<file path="src/rtl/wwc_pkg.sv">
`timescale 1ns / 1ps
// Shared types, constants and character helpers for the whole-word censor filter.
// No dependencies; imported by every module of the block.
package wwc_pkg;

  localparam int MAX_WORD_DEFAULT = 16;
  localparam int CFG_DATA_W = 64;
  localparam int CFG_IDX_W = 2;
  localparam int LEN_W = 5;

  localparam logic [7:0] MASK_CHAR = 8'h2A;

  localparam logic [CFG_IDX_W-1:0] CFG_WORD_LOW = 2'd0;
  localparam logic [CFG_IDX_W-1:0] CFG_WORD_HIGH = 2'd1;
  localparam logic [CFG_IDX_W-1:0] CFG_WORD_LENGTH = 2'd2;

  typedef struct packed {
    logic [7:0] ch;
    logic commit;
    logic mask;
    logic last;
  } cell_t;

  typedef struct packed {
    logic step;
    logic load;
    logic commit;
    logic mask;
    logic last;
  } cell_ctl_t;

  typedef struct packed {
    logic [7:0] ch;
    logic last;
  } out_item_t;

  function automatic logic [7:0] fold(input logic [7:0] c);
    logic [7:0] r;
    r = c;
    if (c >= 8'h41 && c <= 8'h5A) begin
      r = c + 8'h20;
    end
    return r;
  endfunction

  function automatic logic is_sep(input logic [7:0] c);
    return c == 8'h2C || c == 8'h3B || c == 8'h3A || c == 8'h2E || c == 8'h22 ||
           c == 8'h21 || c == 8'h3F || c == 8'h0A || c == 8'h27 || c == 8'h20;
  endfunction

endpackage

</file>
<file path="src/rtl/whole_word_censor_filter_core.sv">
`timescale 1ns / 1ps
// Top level of the whole-word censor filter: configuration, match control, cell chain.
// Depends on wwc_pkg, wwc_cell and wwc_obuf.
//
//   Channel   Dir  Fields (tdata low bit up / tuser / tlast)
//   s_axis    in   tdata: text_byte[7:0]; tlast: is_final
//   m_axis    out  tdata: out_byte[7:0]; tlast: out_final
//   cfg       in   index 0 word_bytes_low, 1 word_bytes_high, 2 word_length
//
// One text byte is taken per cycle while each transaction commits at most one result byte
// and the output buffer has room. Every result byte leaves the front cell of the chain,
// one per cycle, through a two-entry output buffer; a byte taken now leaves after
// word-length later bytes. An input that commits n bytes holds the input until all n have
// left (two when the window drains after a length change, the word length on a match, up
// to MAX_WORD + 1 on the final byte). Reset is synchronous and empties the chain.
module whole_word_censor_filter_core #(
  parameter int MAX_WORD = wwc_pkg::MAX_WORD_DEFAULT
) (
  input  logic                             clk,
  input  logic                             rst,
  input  logic                             s_axis_tvalid,
  output logic                             s_axis_tready,
  input  logic [7:0]                       s_axis_tdata,   // text_byte[7:0]
  input  logic                             s_axis_tlast,
  output logic                             m_axis_tvalid,
  input  logic                             m_axis_tready,
  output logic [7:0]                       m_axis_tdata,   // out_byte[7:0]
  output logic                             m_axis_tlast,
  input  logic                             cfg_we,
  input  logic [wwc_pkg::CFG_IDX_W-1:0]    cfg_index,
  input  logic [wwc_pkg::CFG_DATA_W-1:0]   cfg_data
);
  import wwc_pkg::*;

  localparam int NC = MAX_WORD + 1;
  localparam int CW = $clog2(MAX_WORD + 1);

  logic [CFG_DATA_W-1:0] word_low;
  logic [CFG_DATA_W-1:0] word_high;
  logic [LEN_W-1:0]      word_length;
  logic [2*CFG_DATA_W-1:0] word_all;
  logic [7:0]            wch [MAX_WORD];

  logic [CW-1:0] fill;
  logic [CW-1:0] fill_next;
  logic          pb;
  logic          pb_next;

  cell_t     cur [NC];
  cell_t     view [NC];
  cell_t     nxt [NC];
  cell_ctl_t ctl [NC];

  logic [CW-1:0]       eff_len;
  logic [CW-1:0]       len_m1;
  logic [MAX_WORD-1:0] len_mask;
  logic [MAX_WORD-1:0] lenm1_mask;
  logic [MAX_WORD-1:0] eq0;
  logic [MAX_WORD-1:0] eq1;
  logic [MAX_WORD-1:0] eq2;
  logic [7:0]          w_last;
  logic                sep_lm1;

  logic [7:0]    c_fold;
  logic          c_sep;
  logic          accept;
  logic          is_last;
  logic          shift;
  logic          ob_room;
  logic          win_gt;
  logic          win_eq;
  logic          main_hit;
  logic          mask_run;
  logic          pop_one;
  logic          pb_step;
  logic [CW-1:0] fill_step;
  logic          tail_hit;
  logic          end_hit;
  out_item_t     ob_in;
  out_item_t     ob_out;

  // Configuration registers.
  always_ff @(posedge clk) begin
    if (rst) begin
      word_low    <= '0;
      word_high   <= '0;
      word_length <= LEN_W'(1);
    end else if (cfg_we) begin
      unique case (cfg_index)
        CFG_WORD_LOW:    word_low <= cfg_data;
        CFG_WORD_HIGH:   word_high <= cfg_data;
        CFG_WORD_LENGTH: word_length <= cfg_data[LEN_W-1:0];
        default: ;
      endcase
    end
  end

  assign word_all = {word_high, word_low};

  always_comb begin
    for (int i = 0; i < MAX_WORD; i++) begin
      wch[i] = fold(word_all[8*i +: 8]);
    end
  end

  always_comb begin
    if (word_length == '0) begin
      eff_len = CW'(1);
    end else if (word_length > LEN_W'(MAX_WORD)) begin
      eff_len = CW'(MAX_WORD);
    end else begin
      eff_len = CW'(word_length);
    end
  end

  assign len_m1 = CW'(eff_len - 1'b1);

  always_comb begin
    for (int i = 0; i < MAX_WORD; i++) begin
      len_mask[i]   = CW'(i) < eff_len;
      lenm1_mask[i] = CW'(i) < len_m1;
    end
  end

  // Cell chain; the top cell refills with an empty cell on a shift.
  for (genvar i = 0; i < NC; i++) begin : g_cell
    if (i == NC - 1) begin : g_end
      assign nxt[i] = cell_t'('0);
    end else begin : g_mid
      assign nxt[i] = cur[i+1];
    end
    wwc_cell u_cell (
      .clk   (clk),
      .rst   (rst),
      .shift (shift),
      .nxt   (nxt[i]),
      .ctl   (ctl[i]),
      .din   (c_fold),
      .cur   (cur[i]),
      .view  (view[i])
    );
  end

  // Window compares at offsets of zero, one and two cells.
  for (genvar i = 0; i < MAX_WORD; i++) begin : g_eq
    assign eq0[i] = view[i].ch == wch[i];
    assign eq1[i] = view[i+1].ch == wch[i];
    if (i + 2 < NC) begin : g_two
      assign eq2[i] = view[i+2].ch == wch[i];
    end else begin : g_none
      assign eq2[i] = 1'b0;
    end
  end

  always_comb begin
    w_last  = wch[0];
    sep_lm1 = is_sep(view[0].ch);
    for (int i = 0; i < MAX_WORD; i++) begin
      if (CW'(i) == len_m1) begin
        w_last  = wch[i];
        sep_lm1 = is_sep(view[i].ch);
      end
    end
  end

  assign shift = cur[0].commit && ob_room;
  assign s_axis_tready = !view[0].commit;
  assign accept = s_axis_tvalid && s_axis_tready;
  assign is_last = s_axis_tlast;
  assign c_fold = fold(s_axis_tdata);
  assign c_sep = is_sep(c_fold);

  assign win_gt   = fill > eff_len;
  assign win_eq   = fill == eff_len;
  assign main_hit = win_eq && pb && (&(eq0 | ~len_mask));
  assign mask_run = main_hit && c_sep;
  assign pop_one  = win_eq && !mask_run;

  always_comb begin
    if (win_gt) begin
      pb_step   = is_sep(view[1].ch);
      fill_step = CW'(fill - 1'b1);
      tail_hit  = &(eq2 | ~lenm1_mask);
    end else if (mask_run) begin
      pb_step   = sep_lm1;
      fill_step = CW'(1);
      tail_hit  = 1'b1;
    end else if (pop_one) begin
      pb_step   = is_sep(view[0].ch);
      fill_step = fill;
      tail_hit  = &(eq1 | ~lenm1_mask);
    end else begin
      pb_step   = pb;
      fill_step = CW'(fill + 1'b1);
      tail_hit  = &(eq0 | ~lenm1_mask);
    end
  end

  assign end_hit = (fill_step == eff_len) && pb_step && (c_fold == w_last) && tail_hit;

  always_comb begin
    logic pre;
    logic upto;
    for (int i = 0; i < NC; i++) begin
      pre  = (win_gt && i < 2) || (mask_run && CW'(i) < eff_len) || (pop_one && i == 0);
      upto = CW'(i) <= fill;
      ctl[i].step   = accept;
      ctl[i].load   = accept && (CW'(i) == fill);
      ctl[i].commit = pre || (is_last && upto);
      ctl[i].mask   = (mask_run && CW'(i) < eff_len) || (is_last && end_hit && !pre && upto);
      ctl[i].last   = is_last && (CW'(i) == fill);
    end
  end

  always_comb begin
    fill_next = fill;
    pb_next   = pb;
    if (accept) begin
      if (is_last) begin
        fill_next = '0;
        pb_next   = 1'b1;
      end else begin
        fill_next = fill_step;
        pb_next   = pb_step;
      end
    end
  end

  always_ff @(posedge clk) begin
    if (rst) begin
      fill <= '0;
      pb   <= 1'b1;
    end else begin
      fill <= fill_next;
      pb   <= pb_next;
    end
  end

  assign ob_in = '{ch: cur[0].mask ? MASK_CHAR : cur[0].ch, last: cur[0].last};

  wwc_obuf u_obuf (
    .clk       (clk),
    .rst       (rst),
    .push      (shift),
    .push_item (ob_in),
    .room      (ob_room),
    .out_valid (m_axis_tvalid),
    .out_ready (m_axis_tready),
    .out_item  (ob_out)
  );

  assign m_axis_tdata = ob_out.ch;
  assign m_axis_tlast = ob_out.last;

endmodule

</file>
<file path="src/rtl/wwc_cell.sv">
`timescale 1ns / 1ps
// One window cell: holds a character and its emit flags, shifts toward the output.
// Depends on wwc_pkg.
module wwc_cell (
  input  logic              clk,
  input  logic              rst,
  input  logic              shift,
  input  wwc_pkg::cell_t    nxt,
  input  wwc_pkg::cell_ctl_t ctl,
  input  logic [7:0]        din,
  output wwc_pkg::cell_t    cur,
  output wwc_pkg::cell_t    view
);
  import wwc_pkg::*;

  logic [7:0] ch;
  logic       committed;
  logic       masked;
  logic       last_flag;

  assign cur = '{ch: ch, commit: committed, mask: masked, last: last_flag};

  always_comb begin
    view = shift ? nxt : cur;
  end

  always_ff @(posedge clk) begin
    if (rst) begin
      committed <= 1'b0;
    end else begin
      committed <= ctl.step ? ctl.commit : view.commit;
    end
  end

  always_ff @(posedge clk) begin
    ch        <= ctl.load ? din : view.ch;
    masked    <= ctl.step ? ctl.mask : view.mask;
    last_flag <= ctl.step ? ctl.last : view.last;
  end

endmodule

</file>
<file path="src/rtl/wwc_obuf.sv">
`timescale 1ns / 1ps
// Two-entry output buffer that decouples the cell chain from the output stream.
// Depends on wwc_pkg.
module wwc_obuf (
  input  logic                clk,
  input  logic                rst,
  input  logic                push,
  input  wwc_pkg::out_item_t  push_item,
  output logic                room,
  output logic                out_valid,
  input  logic                out_ready,
  output wwc_pkg::out_item_t  out_item
);
  import wwc_pkg::*;

  out_item_t head;
  out_item_t tail;
  logic      head_valid;
  logic      tail_valid;
  logic      pop;

  assign pop = head_valid && out_ready;
  assign room = !tail_valid;
  assign out_valid = head_valid;
  assign out_item = head;

  always_ff @(posedge clk) begin
    if (rst) begin
      head_valid <= 1'b0;
      tail_valid <= 1'b0;
    end else if (pop && tail_valid) begin
      tail_valid <= 1'b0;
    end else if (pop) begin
      head_valid <= push;
    end else if (push) begin
      if (head_valid) begin
        tail_valid <= 1'b1;
      end else begin
        head_valid <= 1'b1;
      end
    end
  end

  always_ff @(posedge clk) begin
    if (pop && tail_valid) begin
      head <= tail;
    end else if (push && (pop || !head_valid)) begin
      head <= push_item;
    end
    if (push && head_valid && !pop) begin
      tail <= push_item;
    end
  end

endmodule

</file>
<file path="config.mk">
export PLATFORM = sky130hd
export DESIGN_NAME = whole_word_censor_filter_core
export DESIGN_NICKNAME = d
export VERILOG_FILES = /design/src/rtl/wwc_pkg.sv /design/src/rtl/whole_word_censor_filter_core.sv /design/src/rtl/wwc_cell.sv /design/src/rtl/wwc_obuf.sv
export SDC_FILE = /design/constraint.sdc
export NUM_CORES = 1
export LEC_CHECK = 0
export BUFFER_PORTS_ARGS = -buffer_cell sky130_fd_sc_hd__buf_2
export CAP_MARGIN = 15
export CORE_MARGIN = 2
export CORE_UTILIZATION = 50
export CTS_CLUSTER_SIZE = 14
export DETAILED_ROUTE_END_ITERATION = 8
export GPL_ROUTABILITY_DRIVEN = 1
export PLACE_DENSITY = 0.69
export SYNTH_ARGS = -nofsm -noshare
export SYNTH_HDL_FRONTEND = slang
export SYNTH_SLANG_ARGS = --single-unit
export TNS_END_PERCENT = 50
</file>
<file path="constraint.sdc">
create_clock -name clk -period 5.9 [get_ports clk]
set_input_delay 0 -clock clk [delete_from_list [all_inputs] [get_ports clk]]
set_output_delay 0 -clock clk [all_outputs]
set_load 0.1 [all_outputs]
</file>
Word level (Yosys, flattened, before mapping)
Cells that the tools add are included.
- bitwise operators: 8
- reductions and logical operators: 363
- eq/ne operators: 253
- magnitude comparators: 86
- mux-type cells: 150
- add/sub/neg operators: 20
- operators by type and width (operator ; number):
    $eq 8x6->1 const B ; 153
    $mux 8 ; 50
    $eq 8x8->1 ; 48
    $logic_or 1x1->1 ; 191
    $mux 11 ; 17
    $add 8x6->8 const B ; 17
    $eq 8x4->1 const B ; 17
    $ge 8x7->1 const B ; 17
    $le 8x7->1 const B ; 17
    $logic_and 1x1->1 ; 134
    $eq 4x5->1 const A ; 16
    $lt 4x5->1 const A ; 16
    $mux 1 ; 75
    $reduce_and 16->1 ; 4
    $or 16x16->16 ; 3
    $eq 3x5->1 const A ; 8
    $le 4x5->1 const A ; 8
    $lt 3x5->1 const A ; 8
    $not 16->16 ; 2
    $mux 5 ; 6
    $logic_not 1->1 ; 22
    $eq 2x5->1 const A ; 4
    $le 3x5->1 const A ; 4
    $lt 1x5->1 const A ; 4
    other kinds (23) ; 39
- logic and storage cells: 959
- flip-flop bits (word level): 346
- output and inout bits: 11
- input bits: 80

Depth between registers and ports, before layout
- word-level depth: 38
- depth in mapped cells: 24
- gate-level depth less buffers: 17

Hierarchy
Synthesis repeated with hierarchy kept, for this count alone.
- cell total of the unflattened synthesis: 3250
- area, all modules: 27204.8 sq um
- modules (own cells, without submodules) (module ; instances ; area each (sq um) ; sequential area each (sq um) ; cells an instance):
    whole_word_censor_filter_core ; 1 ; 17116.4 ; 2782.7 ; 2530
    wwc_cell ; 17 ; 549.3 ; 220.2 ; 40
    wwc_obuf ; 1 ; 750.7 ; 580.6 ; 40

Worst setup path after synthesis
Ideal clock, no wire load.
- path kind: register to register
- from: register word_length[3]
- to: register g_cell[4].u_cell.masked, data pin
- setup slack: -73 ps
- buffers on the path: 4
- stages on the path, launching flop included: 22
- arrival time: 5827 ps
- data required time: 5754 ps
- setup time: 146 ps
- clock period less this slack: 5973 ps
- cells stage by stage: dfxtp_1 -> clkbuf_1 -> or3_1 -> a21oi_1 -> clkbuf_1 -> clkinv_1 -> ha_1 -> clkbuf_1 -> or3b_2 -> a2111oi_2 -> a21oi_1 -> o2111a_1 -> nor4_1 -> o32ai_1 -> xor2_1 -> or4_1 -> or4_1 -> and4bb_1 -> nand4_1 -> buf_2 -> or3_1 -> a21oi_1
- longest elaborated chain between the ends: 30
- elaborated cells on any way between the ends: 120
- those cells by class: add/sub (1); order compare (34); eq/ne (18); mux (42); bitwise (6); reduce/logical (19)
- ends and longest elaborated chain (item ; line ; source):
    start: declaration ; whole_word_censor_filter_core.sv:40 ; logic [LEN_W-1:0] word_length;
    start signal: assignment ; whole_word_censor_filter_core.sv:92 ; CFG_WORD_LENGTH: word_length <= cfg_data[LEN_W-1:0];
    $gt 5x5->1 ; whole_word_censor_filter_core.sv:109 ; end else if (word_length > LEN_W'(MAX_WORD)) begin
    $mux 5 ; whole_word_censor_filter_core.sv:109 ;
    $mux 5 (*) ; whole_word_censor_filter_core.sv:107 ; if (word_length == '0) begin
    $sub 5x1->5 ; whole_word_censor_filter_core.sv:116 ; assign len_m1 = CW'(eff_len - 1'b1);
    $eq 1x5->1 ; whole_word_censor_filter_core.sv:159 ; if (CW'(i) == len_m1) begin
    $mux 1 (15 in a row) ; whole_word_censor_filter_core.sv:159 ;
    $mux 1 ; whole_word_censor_filter_core.sv:184 ; end else if (mask_run) begin
    $mux 1 ; whole_word_censor_filter_core.sv:180 ; if (win_gt) begin
    $logic_and 1x1->1 (3 in a row) ; whole_word_censor_filter_core.sv:199 ; assign end_hit = (fill_step == eff_len) && pb_step && (c_fold == w_last) && tail_hit;
    $logic_and 1x1->1 (3 in a row) ; whole_word_censor_filter_core.sv:210 ; ctl[i].mask = (mask_run && CW'(i) < eff_len) || (is_last && end_hit && !pre && upto);
    $logic_or 1x1->1 (*) ; whole_word_censor_filter_core.sv:210 ;
    $mux 1 (*) ; wwc_cell.sv:37 ; masked <= ctl.step ? ctl.mask : view.mask;
    end signal: assignment ; wwc_cell.sv:37 ;
    end: declaration ; wwc_cell.sv:18 ; logic masked;
Every way passes the cells marked *; elsewhere a longest branch is shown, timed or not.
A chain may end at the register's enable or synchronous reset.

Final worst setup path
- from: register word_length[1]
- to: register g_cell[12].u_cell.masked, data pin
- longest elaborated chain between the ends: 30
- elaborated cells on any way between the ends: 120
- those cells by class: add/sub (1); order compare (34); eq/ne (18); mux (42); bitwise (6); reduce/logical (19)
- ends and longest elaborated chain (item ; line):
    $gt 5x5->1 ; whole_word_censor_filter_core.sv:109
    $mux 5 ; whole_word_censor_filter_core.sv:109
    $mux 5 (*) ; whole_word_censor_filter_core.sv:107
    $sub 5x1->5 ; whole_word_censor_filter_core.sv:116
    $eq 1x5->1 ; whole_word_censor_filter_core.sv:159
    $mux 1 (15 in a row) ; whole_word_censor_filter_core.sv:159
    $mux 1 ; whole_word_censor_filter_core.sv:184
    $mux 1 ; whole_word_censor_filter_core.sv:180
    $logic_and 1x1->1 (3 in a row) ; whole_word_censor_filter_core.sv:199
    $logic_and 1x1->1 (3 in a row) ; whole_word_censor_filter_core.sv:210
    $logic_or 1x1->1 (*) ; whole_word_censor_filter_core.sv:210
    $mux 1 (*) ; wwc_cell.sv:37
    end signal: assignment ; wwc_cell.sv:37
    end: declaration ; wwc_cell.sv:18
Marked as above.

==> flow_summary_export.csv <==
group,metric,value,unit
outcome,outcome,"finished, final reports clean",
cts,cts_root_buffer,"clkbuf_16",
detailed_routing,drtIter0Drc,4152,
setup_path,cp_data_arrival_time,6.19,ns
layout,syn2layout_area_growth,16.0,%
detailed_routing,vias,28600,
global_routing,overflow,0,
cts,clk_latency,0.59,ns
setup_path,path_buf_inv,4,
logic_synthesis,yosys.area.top_type_share,22.7,%
sta,slew_viol_final,0,
die,design.core.area,0.0513,mm2
detailed_routing,wl_per_cell,29.6,um
cts,cts_buffers,40,
setup_path,start_kind,"flop",
setup_path,path_max_fanout,17,
sta,skew,0.0254,ns
global_routing,grt_pass1_vias,26900,
layout,final_util,58.6,%
setup_path,r2r-start,"word_length[1]",
cts,clock_sinks,346,
hold_path,hold_start,"cfg_we",
sta,finalCritPeriodShare,97.9,%
logic_synthesis,synth_area_leaders,"dfxtp_1, xnor2_1, a21oi_1",
sta,fin_crit,5.78,ns
cts,clock_path_buffers,3,
die,die_h,232,um
layout,fillers,4690,
layout,nets,3682,
sta,worst_slew_pin_slew,1.25,ns
global_routing,grt_use_total,46.1,%
place,place_congestion,1.16,
hold_path,hold_class,"in2reg",
die,row_count,83,
setup_path,critPathLaunch,"word_length[1]",
power_and_ir_drop,ir_drop,0.276,mV
sta,setup_tns,0,ns
logic_synthesis,ys_ff_latch,346,
layout,drive_above_1_share,13.0,%
global_routing,antenna_found_initial,6,
place,post-place-ws,0.123,ns
detailed_routing,drt-total-wl,127000,um
logic_synthesis,ys_warn_count,0,
cts,cts.clk_slew.worst_paths,0.07,ns
setup_path,crit_required,6.31,ns
detailed_routing,postRouteAntennaNets,0,
sta,hold_viol_final,0,
die,ios,91,
logic_synthesis,synth-seq-area-share,28.7,%
sta,fin_ws,0.123,ns
logic_synthesis,netlist_instances,3395,
sta,max_freq,173,MHz
setup_path,cp_slowest_cell,"or4_1",
setup_path,critical_path.cell_chain,"or3_1, a21oi_1, buf_4, ha_1, buf_4, inv_1, or3_1, and4b_1, o21ai_0, and4_1, o211ai_1, or3b_1, or4_1, or4_1, and4bb_1, nand4_1, buf_4, or3_1, a31oi_1",
setup_path,crit_path_max_incr_delay,0.57,ns
run,drv_cap,0,
die,die_x,232,um
setup_path,worst-setup-path-type,"reg2reg",
cts,h-tree-depth,2,
logic_synthesis,synth_ff_type,"dfxtp_1",
logic_synthesis,synth_fp_nets,3507,
global_routing,grt_max_degree,77,
sta,rsz0062_at_grt,"no",
sta,setup_violations,0,
logic_synthesis,async_flop_share,0,%
sta,slew_headroom,16.6,%
die,start_util,50.5,%
logic_synthesis,synth_edf_count,52,
logic_synthesis,yosysTopAreaCell,"dfxtp_1",
detailed_routing,drt-vias-per-instance,6.68,
die,die_area,0.0537,mm2
logic_synthesis,yosysMostFrequentCell,"nand2_1",
global_routing,grt_pass1_wl,182000,um
logic_synthesis,synth_area_per_cell,7.64,um2
place,numPortBuffers,90,
logic_synthesis,synth_common_cells,"nand2_1, a21oi_1, dfxtp_1",
place,dpl.hpwl,95300,um
setup_path,worst_setup_path_end_kind,"flop",
cts,cts_tree,"done",
logic_synthesis,synth_cell_types,98,
setup_path,crit_family,"simple AND/OR/NAND/NOR gates",
detailed_routing,drt-pass1-iter-count,6,
logic_synthesis,syn_area,0.0259,mm2
detailed_routing,drc,0,
power_and_ir_drop,power_density,380,mW/mm2
power_and_ir_drop,p_leak,11.2,nW
[registers in the layout (all words and copies together), names as in the netlist]
name / count
g_cell.u_cell.ch: 136
word_low: 64
u_obuf.out_valid: 1
word_length: 5
u_obuf.tail: 9
g_cell.u_cell.committed: 17
g_cell.u_cell.last_flag: 17
g_cell.u_cell.masked: 17
word_high: 64
pb: 1
u_obuf.tail_valid: 1
fill: 5
u_obuf.out_item: 9
[power by group]
part	switching (mW)	internal (mW)	leakage [nW]	total [mW]
registers	0.812	2.89	2.93	3.71
clock network	1.10	1.46	0.648	2.56
logic	3.04	2.14	7.60	5.17
total	4.94	6.49	11.2	11.4
[placed cells by master (no fill, tap or decap), types with 26 or more instances in the layout]
cell,instances
o21ai_0,148
nand2_1,448
nor4_1,34
mux2_2,26
mux2i_1,168
a211oi_1,27
ha_1,31
or3_1,27
nor2b_1,48
nor3_1,107
xnor2_1,252
buf_2,89
buf_4,231
dfxtp_1,294
clkbuf_16,42
nor2_1,281
xor2_1,116
a31oi_1,45
inv_1,46
edfxtp_1,52
dlygate4sd3_1,75
a21oi_1,393
nand4_1,53
nand3_1,94
[final timing paths]
| check | end | slack, ns | cells after the start |
|---|---|---|---|
| worst max register to register | g_cell[12].u_cell.masked | 0.12 | 19 |
| worst min register to register | g_cell[12].u_cell.committed | 0.45 | 2 |
| worst min-delay path | word_low[0] | 0.04 | 4 |
| worst max-delay path | g_cell[12].u_cell.masked | 0.12 | 19 |
[layer usage]
metal	vias up	track usage [%]	part of all wire, %
met5	-	0	0.036
met4	6	28.5	7.7
met3	483	13.5	12
met2	1969	68.0	41
met1	13700	58.9	39
li1	12500	-	-
[area by class of cell]
class / instances / area, um2 / area share, %
Antenna cell: 4 / 10.0 / 0.0333
Clock buffer: 58 / 1160 / 3.86
Clock inverter: 16 / 150 / 0.499
Inverter: 51 / 191 / 0.637
Multi-Input combinational cell: 2729 / 17200 / 57.2
Sequential cell: 346 / 7450 / 24.8
Tap cell: 680 / 851 / 2.83
Timing Repair Buffer: 402 / 3050 / 10.2
[worst min-delay path, stage by stage]
cell,delay (ns)
buf_2,0.12
nor3b_2,0.28
nand2_1,0.11
a21oi_1,0.05
[kinds of logic (layout without fill, tap and decap cells)]
kind of cell | Yosys count | after routing | share of synthesized area (%)
mux | 203 | 203 | 8.09
simple gates | 1243 | 1244 | 22.8
flops | 346 | 346 | 28.7
fa+ha+maj | 33 | 33 | 1.58
xor+xnor | 368 | 368 | 12.4
buf+inv | 321 | 527 | 5.24
other cells | 0 | 4 | 0
compound gates | 881 | 881 | 21.1
[metrics by stage]
step	hold slack [ns]	total power, mW	instances	instance area, um2
after floorplan	0.136	6.72	3395	25900
after global placement	0.251	8.47	4126	27900
after global routing	0.0626	11.9	4282	30100
after detailed placement	0.259	8.60	4128	27900
after CTS	0.0148	11.2	4277	30000
final	0.0418	11.4	4286	30100
[what timing repair did]
item / in CTS / in global routing
hold buffers: 75 / 0
setup buffers: 0 / 4
setup endpoints to repair: 0 / 16
endpoints found under the hold margin: 136 / 0
resized for setup: 0 / 6
Note: power is estimated with default switching activity, not from simulation.
